### src/rtl/scb_pkg.sv
// Package for the store coalescing buffer control: sizes, codes and shared types.
// No dependencies; imported by every module of the block.
`timescale 1ns / 1ps

package scb_pkg;

  // Buffer geometry.
  localparam int unsigned ENTRIES = 8;
  localparam int unsigned IDX_W   = $clog2(ENTRIES);

  // Field widths.
  localparam int unsigned MODE_W  = 2;
  localparam int unsigned ADDR_W  = 24;
  localparam int unsigned ROB_W   = 10;
  localparam int unsigned THR_W   = 2;
  localparam int unsigned RID_W   = 16;
  localparam int unsigned AGE_W   = 32;
  localparam int unsigned ACT_W   = 3;
  localparam int unsigned ENTRY_W = 3;
  localparam int unsigned OCC_W   = 4;

  // Stream widths.
  localparam int unsigned IN_FIELDS_W  = ADDR_W + ROB_W + THR_W + RID_W + 1;
  localparam int unsigned IN_TDATA_W   = 56;
  localparam int unsigned IN_TUSER_W   = MODE_W;
  localparam int unsigned OUT_FIELDS_W = ENTRY_W + ADDR_W + THR_W + 1 + OCC_W;
  localparam int unsigned OUT_TDATA_W  = 40;
  localparam int unsigned OUT_TUSER_W  = ACT_W;

  // Kind of input item.
  typedef enum logic [MODE_W-1:0] {
    MODE_STORE = 2'd0,
    MODE_TICK  = 2'd1,
    MODE_RESP  = 2'd2,
    MODE_FLUSH = 2'd3
  } scb_mode_e;

  // What a result item reports.
  typedef enum logic [ACT_W-1:0] {
    ACT_NONE  = 3'd0,
    ACT_MERGE = 3'd1,
    ACT_ALLOC = 3'd2,
    ACT_ISSUE = 3'd3,
    ACT_DROP  = 3'd4
  } scb_action_e;

  typedef logic [ENTRIES-1:0][AGE_W-1:0] age_arr_t;

  // Outcome of the oldest-entry search.
  typedef struct packed {
    logic             found;
    logic [IDX_W-1:0] idx;
  } pick_t;

endpackage

### src/rtl/store_coalescing_buffer_control_top.sv
// Top level of the store coalescing buffer control: entry tags, flags and stream ports.
// Depends on scb_pkg and scb_oldest_pick.
//
//   channel   dir  tuser          tdata (low bit up)
//   s_axis    in   mode           line_addr, rob_id, thread, req_id, write_accepted
//   m_axis    out  action         entry, write_line_addr, write_thread, full_res, occupancy
//   cfg       in   -              evict_every_tick (write enable + data)
//
// One item is taken per cycle unless a stalled result holds it; each item passes through
// the input register and then the result register, with all entry lookups and the
// oldest search done combinationally between the two registers.
// Reset clears valid and flag bits, the tick count, the register and both stages.
// A stalled result holds the input register, and s_axis_tready then drops.
`timescale 1ns / 1ps

module store_coalescing_buffer_control_top (
  input  logic                             clk_i,
  input  logic                             rst_ni,
  // Configuration: evict_every_tick.
  input  logic                             cfg_we_i,
  input  logic                             cfg_wdata_i,
  // Input items.
  input  logic                             s_axis_tvalid,
  output logic                             s_axis_tready,
  // [23:0] line_addr, [33:24] rob_id, [35:34] thread, [51:36] req_id,
  // [52] write_accepted, rest zero.
  input  logic [scb_pkg::IN_TDATA_W-1:0]   s_axis_tdata,
  // [1:0] mode.
  input  logic [scb_pkg::IN_TUSER_W-1:0]   s_axis_tuser,
  // Result items.
  output logic                             m_axis_tvalid,
  input  logic                             m_axis_tready,
  // [2:0] entry, [26:3] write_line_addr, [28:27] write_thread, [29] full_res,
  // [33:30] occupancy, rest zero.
  output logic [scb_pkg::OUT_TDATA_W-1:0]  m_axis_tdata,
  // [2:0] action.
  output logic [scb_pkg::OUT_TUSER_W-1:0]  m_axis_tuser
);
  import scb_pkg::*;

  // Input stage.
  logic              in_valid_q;
  scb_mode_e         in_mode_q;
  logic [ADDR_W-1:0] in_addr_q;
  logic [ROB_W-1:0]  in_rob_q;
  logic [THR_W-1:0]  in_thr_q;
  logic [RID_W-1:0]  in_rid_q;
  logic              in_acc_q;
  logic              proc_go;

  // Configuration and global state.
  logic             evict_q;
  logic [AGE_W-1:0] tick_q, tick_d;

  // Entry flags and tags.
  logic [ENTRIES-1:0] valid_q, valid_d;
  logic [ENTRIES-1:0] waiting_q, waiting_d;
  logic [ENTRIES-1:0] reissue_q, reissue_d;
  logic [ADDR_W-1:0]  line_q [ENTRIES];
  logic [ROB_W-1:0]   rob_q  [ENTRIES];
  logic [THR_W-1:0]   thr_q  [ENTRIES];
  logic [RID_W-1:0]   wid_q  [ENTRIES];
  age_arr_t           age_q;

  // Per-entry write strobes.
  logic [ENTRIES-1:0] alloc_we, age_we, wid_we;

  // Lookup vectors.
  logic [ENTRIES-1:0] hit_vec, free_vec, resp_vec, flush_vec, cand_vec;
  logic               hit_found, free_found;
  logic [IDX_W-1:0]   hit_idx, free_idx;
  pick_t              pick;

  // Result of the current item.
  scb_action_e        act;
  logic [IDX_W-1:0]   ent_idx;
  logic [ADDR_W-1:0]  waddr;
  logic [THR_W-1:0]   wthr;
  logic [OCC_W-1:0]   occ;
  logic               full;

  // Output stage.
  logic                   out_valid_q;
  logic [OUT_TDATA_W-1:0] out_tdata_q;
  logic [OUT_TUSER_W-1:0] out_tuser_q;

  // Handshake between the stages.
  assign proc_go       = in_valid_q && (!out_valid_q || m_axis_tready);
  assign s_axis_tready = !in_valid_q || proc_go;

  always_ff @(posedge clk_i or negedge rst_ni) begin
    if (!rst_ni) begin
      in_valid_q <= 1'b0;
    end else if (s_axis_tready) begin
      in_valid_q <= s_axis_tvalid;
    end
  end

  // Input payload, unpacked on capture.
  always_ff @(posedge clk_i) begin
    if (s_axis_tvalid && s_axis_tready) begin
      in_mode_q <= scb_mode_e'(s_axis_tuser[MODE_W-1:0]);
      in_addr_q <= s_axis_tdata[23:0];
      in_rob_q  <= s_axis_tdata[33:24];
      in_thr_q  <= s_axis_tdata[35:34];
      in_rid_q  <= s_axis_tdata[51:36];
      in_acc_q  <= s_axis_tdata[52];
    end
  end

  // Configuration register.
  always_ff @(posedge clk_i or negedge rst_ni) begin
    if (!rst_ni) begin
      evict_q <= 1'b0;
    end else if (cfg_we_i) begin
      evict_q <= cfg_wdata_i;
    end
  end

  // Parallel compares against every entry.
  always_comb begin
    for (int i = 0; i < ENTRIES; i++) begin
      hit_vec[i]   = valid_q[i] && (line_q[i] == in_addr_q);
      free_vec[i]  = !valid_q[i];
      resp_vec[i]  = valid_q[i] && waiting_q[i] && (wid_q[i] == in_rid_q);
      flush_vec[i] = valid_q[i] && (thr_q[i] == in_thr_q) && (in_rob_q <= rob_q[i]);
      cand_vec[i]  = valid_q[i] && !waiting_q[i];
    end
  end

  // First matching entry and first free entry.
  always_comb begin
    hit_found  = 1'b0;
    hit_idx    = '0;
    free_found = 1'b0;
    free_idx   = '0;
    for (int i = 0; i < ENTRIES; i++) begin
      if (hit_vec[i] && !hit_found) begin
        hit_found = 1'b1;
        hit_idx   = IDX_W'(i);
      end
      if (free_vec[i] && !free_found) begin
        free_found = 1'b1;
        free_idx   = IDX_W'(i);
      end
    end
  end

  scb_oldest_pick u_oldest_pick (
    .cand_i (cand_vec),
    .ages_i (age_q),
    .pick_o (pick)
  );

  // Next state and result for the item in the input stage.
  always_comb begin
    valid_d   = valid_q;
    waiting_d = waiting_q;
    reissue_d = reissue_q;
    tick_d    = tick_q;
    alloc_we  = '0;
    age_we    = '0;
    wid_we    = '0;
    act       = ACT_NONE;
    ent_idx   = '0;
    waddr     = '0;
    wthr      = '0;
    case (in_mode_q)
      MODE_STORE: begin
        if (hit_found) begin
          age_we[hit_idx] = 1'b1;
          if (waiting_q[hit_idx]) begin
            reissue_d[hit_idx] = 1'b1;
          end
          act     = ACT_MERGE;
          ent_idx = hit_idx;
        end else if (free_found) begin
          alloc_we[free_idx]  = 1'b1;
          age_we[free_idx]    = 1'b1;
          valid_d[free_idx]   = 1'b1;
          waiting_d[free_idx] = 1'b0;
          reissue_d[free_idx] = 1'b0;
          act                 = ACT_ALLOC;
          ent_idx             = free_idx;
        end else begin
          act = ACT_DROP;
        end
      end
      MODE_TICK: begin
        tick_d = tick_q + 1'b1;
        if ((evict_q || (&valid_q)) && pick.found && in_acc_q) begin
          wid_we[pick.idx]    = 1'b1;
          waiting_d[pick.idx] = 1'b1;
          reissue_d[pick.idx] = 1'b0;
          act                 = ACT_ISSUE;
          ent_idx             = pick.idx;
          waddr               = line_q[pick.idx];
          wthr                = thr_q[pick.idx];
        end
      end
      MODE_RESP: begin
        // A merged entry only drops its wait flag; others are freed.
        for (int i = 0; i < ENTRIES; i++) begin
          if (resp_vec[i]) begin
            if (reissue_q[i]) begin
              waiting_d[i] = 1'b0;
            end else begin
              valid_d[i]   = 1'b0;
              waiting_d[i] = 1'b0;
              reissue_d[i] = 1'b0;
            end
          end
        end
      end
      MODE_FLUSH: begin
        for (int i = 0; i < ENTRIES; i++) begin
          if (flush_vec[i]) begin
            valid_d[i]   = 1'b0;
            waiting_d[i] = 1'b0;
            reissue_d[i] = 1'b0;
          end
        end
      end
      default: begin
        act = ACT_NONE;
      end
    endcase
  end

  // Occupancy after the item.
  always_comb begin
    occ = '0;
    for (int i = 0; i < ENTRIES; i++) begin
      occ = occ + OCC_W'(valid_d[i]);
    end
    full = &valid_d;
  end

  // Flags and tick count.
  always_ff @(posedge clk_i or negedge rst_ni) begin
    if (!rst_ni) begin
      valid_q   <= '0;
      waiting_q <= '0;
      reissue_q <= '0;
      tick_q    <= '0;
    end else if (proc_go) begin
      valid_q   <= valid_d;
      waiting_q <= waiting_d;
      reissue_q <= reissue_d;
      tick_q    <= tick_d;
    end
  end

  // Entry tags, written only by their own strobes.
  always_ff @(posedge clk_i) begin
    for (int i = 0; i < ENTRIES; i++) begin
      if (proc_go && alloc_we[i]) begin
        line_q[i] <= in_addr_q;
        rob_q[i]  <= in_rob_q;
        thr_q[i]  <= in_thr_q;
      end
      if (proc_go && age_we[i]) begin
        age_q[i] <= tick_q;
      end
      if (proc_go && wid_we[i]) begin
        wid_q[i] <= in_rid_q;
      end
    end
  end

  // Result register.
  always_ff @(posedge clk_i or negedge rst_ni) begin
    if (!rst_ni) begin
      out_valid_q <= 1'b0;
    end else if (proc_go) begin
      out_valid_q <= 1'b1;
    end else if (m_axis_tready) begin
      out_valid_q <= 1'b0;
    end
  end

  always_ff @(posedge clk_i) begin
    if (proc_go) begin
      out_tuser_q <= act;
      out_tdata_q <= {{(OUT_TDATA_W - OUT_FIELDS_W){1'b0}},
                      occ, full, wthr, waddr, ENTRY_W'(ent_idx)};
    end
  end

  assign m_axis_tvalid = out_valid_q;
  assign m_axis_tdata  = out_tdata_q;
  assign m_axis_tuser  = out_tuser_q;

endmodule

### src/rtl/scb_oldest_pick.sv
// Oldest-entry picker: smallest age stamp among candidate entries, ties to lowest index.
// Depends on scb_pkg.
`timescale 1ns / 1ps

module scb_oldest_pick (
  input  logic [scb_pkg::ENTRIES-1:0] cand_i,
  input  scb_pkg::age_arr_t           ages_i,
  output scb_pkg::pick_t              pick_o
);
  import scb_pkg::*;

  logic [AGE_W-1:0] best_age;

  // Walk the entries once, keeping the best candidate so far.
  always_comb begin
    pick_o.found = 1'b0;
    pick_o.idx   = '0;
    best_age     = '0;
    for (int i = 0; i < ENTRIES; i++) begin
      if (cand_i[i] && (!pick_o.found || ages_i[i] < best_age)) begin
        pick_o.found = 1'b1;
        pick_o.idx   = IDX_W'(i);
        best_age     = ages_i[i];
      end
    end
  end

endmodule

### config.mk
export PLATFORM = sky130hd
export DESIGN_NAME = store_coalescing_buffer_control_top
export DESIGN_NICKNAME = d
export VERILOG_FILES = /design/src/rtl/scb_pkg.sv /design/src/rtl/store_coalescing_buffer_control_top.sv /design/src/rtl/scb_oldest_pick.sv
export SDC_FILE = /design/constraint.sdc
export NUM_CORES = 2
export LEC_CHECK = 0
export ABC_AREA = 1
export BUFFER_PORTS_ARGS = -buffer_cell sky130_fd_sc_hd__buf_2
export CAP_MARGIN = 10
export CORE_MARGIN = 5
export CORE_UTILIZATION = 35
export CTS_CLUSTER_DIAMETER = 30
export DETAILED_ROUTE_END_ITERATION = 16
export GPL_TIMING_DRIVEN = 1
export PLACE_DENSITY = 0.47
export SKIP_CTS_REPAIR_TIMING = 1
export SYNTH_ARGS = -nofsm -noshare
export SYNTH_HDL_FRONTEND = slang
export SYNTH_HIERARCHICAL = 1
export SYNTH_SLANG_ARGS = --single-unit
### constraint.sdc
create_clock -name clk_i -period 15.4 [get_ports clk_i]
set_clock_uncertainty 0.15 [all_clocks]
set_input_delay 3.08 -clock clk_i [delete_from_list [all_inputs] [get_ports clk_i]]
set_output_delay 3.08 -clock clk_i [all_outputs]
set_load 0.02 [all_outputs]
==> impl_summary.md <==
Critical path
In this run the worst setup path begins at valid_q[0]. The critical register-to-register path endpoint is wid_q[1][38]. STA classifies the critical path startpoint as a flip-flop. The critical path data arrival time is 15.42 ns.

The cell that appears most often on the critical path is sky130_fd_sc_hd__nand2_4. The required arrival time at the worst endpoint is 15.78 ns. For flop-to-flop paths, the worst setup slack is roughly 0.36 ns. The critical path is of the flip-flop to flip-flop type.

The worst setup path is captured at a flip-flop. The largest individual stage delay along the critical path comes from the cell sky130_fd_sc_hd__or4_1. The start of the worst register-to-register path is valid_q[0].

The cell count of the worst reg-to-reg path is 100. Following the worst setup path forward leads to its endpoint at wid_q[1][38]. For this run, the slowest stage of the critical path takes 0.51 ns. Along the worst path, the maximum fanout reaches 10.

Run status
The flow ran to the end, and the final reports show no timing, DRC or antenna violations.

Timing
Setup violations remaining at the end of the flow were counted as 0. The max-slew violation count came to 0. The final hold slack is around 0.4 ns. The number of endpoints with negative hold slack in the final report came to 0. Setup repair after global routing could not meet its margin everywhere. The post-layout worst setup margin is 0.360 ns. Static timing analysis puts the maximum clock frequency at 66.5 MHz. In the finished design, the share of the clock period the worst path needs comes to 0.977. Headroom to the max-slew limit came out at 0.290. The transition time of the tightest slew-check pin is around 1.1 ns. Subtracting the final worst setup slack from the clock period gives about 15 ns.

Clock tree
The worst-skew pair later-pin latency is 0.82 ns. After clock tree synthesis, the clock-pin slew on the worst setup and hold paths is about 0.04 ns. The number of clock buffers inserted by TritonCTS is 204.

The tree built by TritonCTS fans out to 823 sinks. The maximum clock insertion buffer count is 3. In this run the clock root is driven by a sky130_fd_sc_hd__clkbuf_16. TritonCTS built the clock tree.

The H-tree depth reported by CTS is 4.

Yosys
sky130_fd_sc_hd__edfxtp_1 takes more of the synthesized area than any other cell. Ranked by total cell area, the synthesized netlist is headed by sky130_fd_sc_hd__edfxtp_1 (52%), sky130_fd_sc_hd__nand2_1 (9.8%), sky130_fd_sc_hd__ha_1 (8.6%). The synthesized netlist occupies a cell area of 43900 sq um. The number of enable-type register cells in the synthesized netlist is 764. The fraction of registers with async set/reset is 0.0717. The fraction of the yosys area taken by sequential cells is 0.557.

The instance count of the mapped netlist is between 4000 and 5000. After synthesis, the netlist uses 68 different library cells. The most common cell in the synthesized netlist is sky130_fd_sc_hd__nand2_1. The flip-flop and latch count after synthesis is approximately 800. Of the post-synthesis cell area, the dominant cell type holds 0.523. In the synthesized netlist, the cells that appear most often are sky130_fd_sc_hd__nand2_1 (1148), sky130_fd_sc_hd__edfxtp_1 (764), sky130_fd_sc_hd__inv_1 (417), sky130_fd_sc_hd__nor2_1 (330), sky130_fd_sc_hd__ha_1 (302). In the synthesized netlist the dominant register cell turns out to be sky130_fd_sc_hd__edfxtp_1. Yosys printed 6 warnings.

After synthesis, the mean cell area works out to between 9 and 10 sq um.

Global route
The met3 usage is 0.0408. Entering global routing, the biggest net connects 60 pins. For this run, the total global-route usage over all layers was measured as 0.217. The met2 usage is 0.341.

The via count of the first global-routing pass is 32903. The total congestion overflow after global routing is 0. The first-pass GRT wire length is 211000 microns. The initial antenna violation count is 6. The busiest layer in global routing is met2. The global-route track usage on met1 is 0.303.

Floorplan
The number of ports placed on the die boundary is 109. The chip height is 364 microns. From left edge to right edge, the die measures 364 microns.

The starting density of the core is 0.353. The die covers 132000 sq um. The area inside the core boundary is 124000 sq um. The floorplan has 129 rows.

Place
The HPWL after detailed placement is 107000 microns. The global placement routability congestion is 1.01. The count of port buffers added during placement is just under 100. At the placement stage, the worst setup path has a slack of -0.942 ns. After detailed placement, the total cell area comes to 48700 sq um.

Worst hold path
The class of the tightest hold or removal check is flip-flop to flip-flop.

Cells and area
In the final layout, the share of cells above drive strength 1 is 0.230. From synthesis to final layout, the design area changed by 33.6%. The fill cell total of the finished layout is around 11000. The final layout net count is 5353. Summing all non-filler instances in the final layout gives an area of ~59000 sq um.

Drt
After detailed routing, the total wire length is 151000 microns. The post-detailed-route DRC marker count is 0. The average via count per standard cell is 5.09. The number of violations reported at the end of detailed-routing iteration 0 is 3007.

The total vias in the final route is approximately 35000. The post-detailed-route wirelength per cell is approximately 22 microns. The detail route stage leaves a number of antenna-violating nets equal to 0. The number of optimization iterations in the first detailed-route pass is 5.

Pwr
The areal power density over the cells is 208 nW/um^2. The maximum ir drop on the vdd rail is 0.126 mV. In this run the static leakage power is about 25 nW.

Flow run
Max-cap violations in this run came to 0.
## where the power goes
part / switching (mW) / total (mW) / internal, mW
Combinational: 2.80 / 5.09 / 2.29
Clock: 1.42 / 4.34 / 2.91
Sequential: 0.138 / 2.76 / 2.62
Total: 4.36 / 12.2 / 7.82
## state kept, by name, summed over array words and instances (netlist names), 10 cells and up
signal        cells
in_addr_q        24
line_q          192
m_axis_tdata     34
wid_q           128
rob_q            80
tick_q           32
thr_q            16
in_rid_q         16
age_q           256
in_rob_q         10
## kinds of logic (layout without fill, tap and decap cells)
| group | after synthesis | count (layout) | share of synthesized area |
|---|---|---|---|
| flops | 823 | 823 | 0.557 |
| fa+ha+maj | 306 | 306 | 0.0880 |
| compound gates | 718 | 718 | 0.0957 |
| buf+inv | 573 | 1318 | 0.0518 |
| xor+xnor | 144 | 144 | 0.0288 |
| mux | 1 | 1 | 0.000257 |
| simple gates | 1849 | 1849 | 0.179 |
| other cells | 1 | 7 | 0.0000855 |
## final cells by class
type                            instances  area, sq um  share of cell area
Antenna cell                            1         2.50           0.0000427
Tap cell                             1637         2050              0.0350
Multi-Input combinational cell       3024        18900               0.322
Timing Repair Buffer                  477         4360              0.0744
Sequential cell                       823        24400               0.417
Clock buffer                          238         5330              0.0909
Inverter                              453         1740              0.0297
Clock inverter                        150         1810              0.0309
## critical path, delay by kind of cell (launching register included)
kind,cells,cell delay (ns)
simple gates,47,5.35
flops,1,0.36
compound gates,25,3.65
buf+inv,21,3.30
fa+ha+maj,7,1.84
## layer usage
| layer | vias up | part of all wire |
|---|---|---|
| li1 | 16635 | - |
| met5 | - | 0.00014 |
| met2 | 1171 | 0.46 |
| met1 | 16520 | 0.44 |
| met3 | 273 | 0.068 |
| met4 | 4 | 0.030 |
## through the flow
stage,TNS (ns),cells,util,power [mW]
final,0,6803,0.472,12.2
after global placement,-101.55,6345,0.392,6.78
after global routing,-30.29,6802,0.472,12.9
after CTS,-132.58,6733,0.450,11.2
after detailed placement,-116.00,6345,0.392,6.83
after floorplan,0,4420,-,4.88
## worst min-delay path by stage
stage                        from            end  cells past startpoint
floorplan                 evict_q        evict_q                      2
global placement    m_axis_tvalid  m_axis_tvalid                      2
detailed placement  m_axis_tvalid  m_axis_tvalid                      2
CTS                 m_axis_tvalid  m_axis_tvalid                      2
global route        m_axis_tvalid  m_axis_tvalid                      2
finish              m_axis_tvalid  m_axis_tvalid                      2
## layout by cell type, fill, tap and decap left out, types with 56 or more instances in the layout
cell | netlist | routed
sky130_fd_sc_hd__a21oi_1 | 191 | 154
sky130_fd_sc_hd__buf_2 | 21 | 99
sky130_fd_sc_hd__buf_4 | 17 | 281
sky130_fd_sc_hd__clkbuf_16 | 0 | 231
sky130_fd_sc_hd__dfrtp_1 | 59 | 59
sky130_fd_sc_hd__edfxtp_1 | 764 | 764
sky130_fd_sc_hd__ha_1 | 302 | 276
sky130_fd_sc_hd__inv_1 | 417 | 406
sky130_fd_sc_hd__nand2_1 | 1148 | 1079
sky130_fd_sc_hd__nand2_2 | 13 | 56
sky130_fd_sc_hd__nand3_1 | 97 | 97
sky130_fd_sc_hd__nand4_1 | 97 | 97
sky130_fd_sc_hd__nor2_1 | 330 | 313
sky130_fd_sc_hd__o21ai_0 | 293 | 179
sky130_fd_sc_hd__o21ai_1 | 17 | 87
sky130_fd_sc_hd__xnor2_1 | 79 | 79
sky130_fd_sc_hd__xor2_1 | 65 | 65
(Power assumes the default switching activity.)
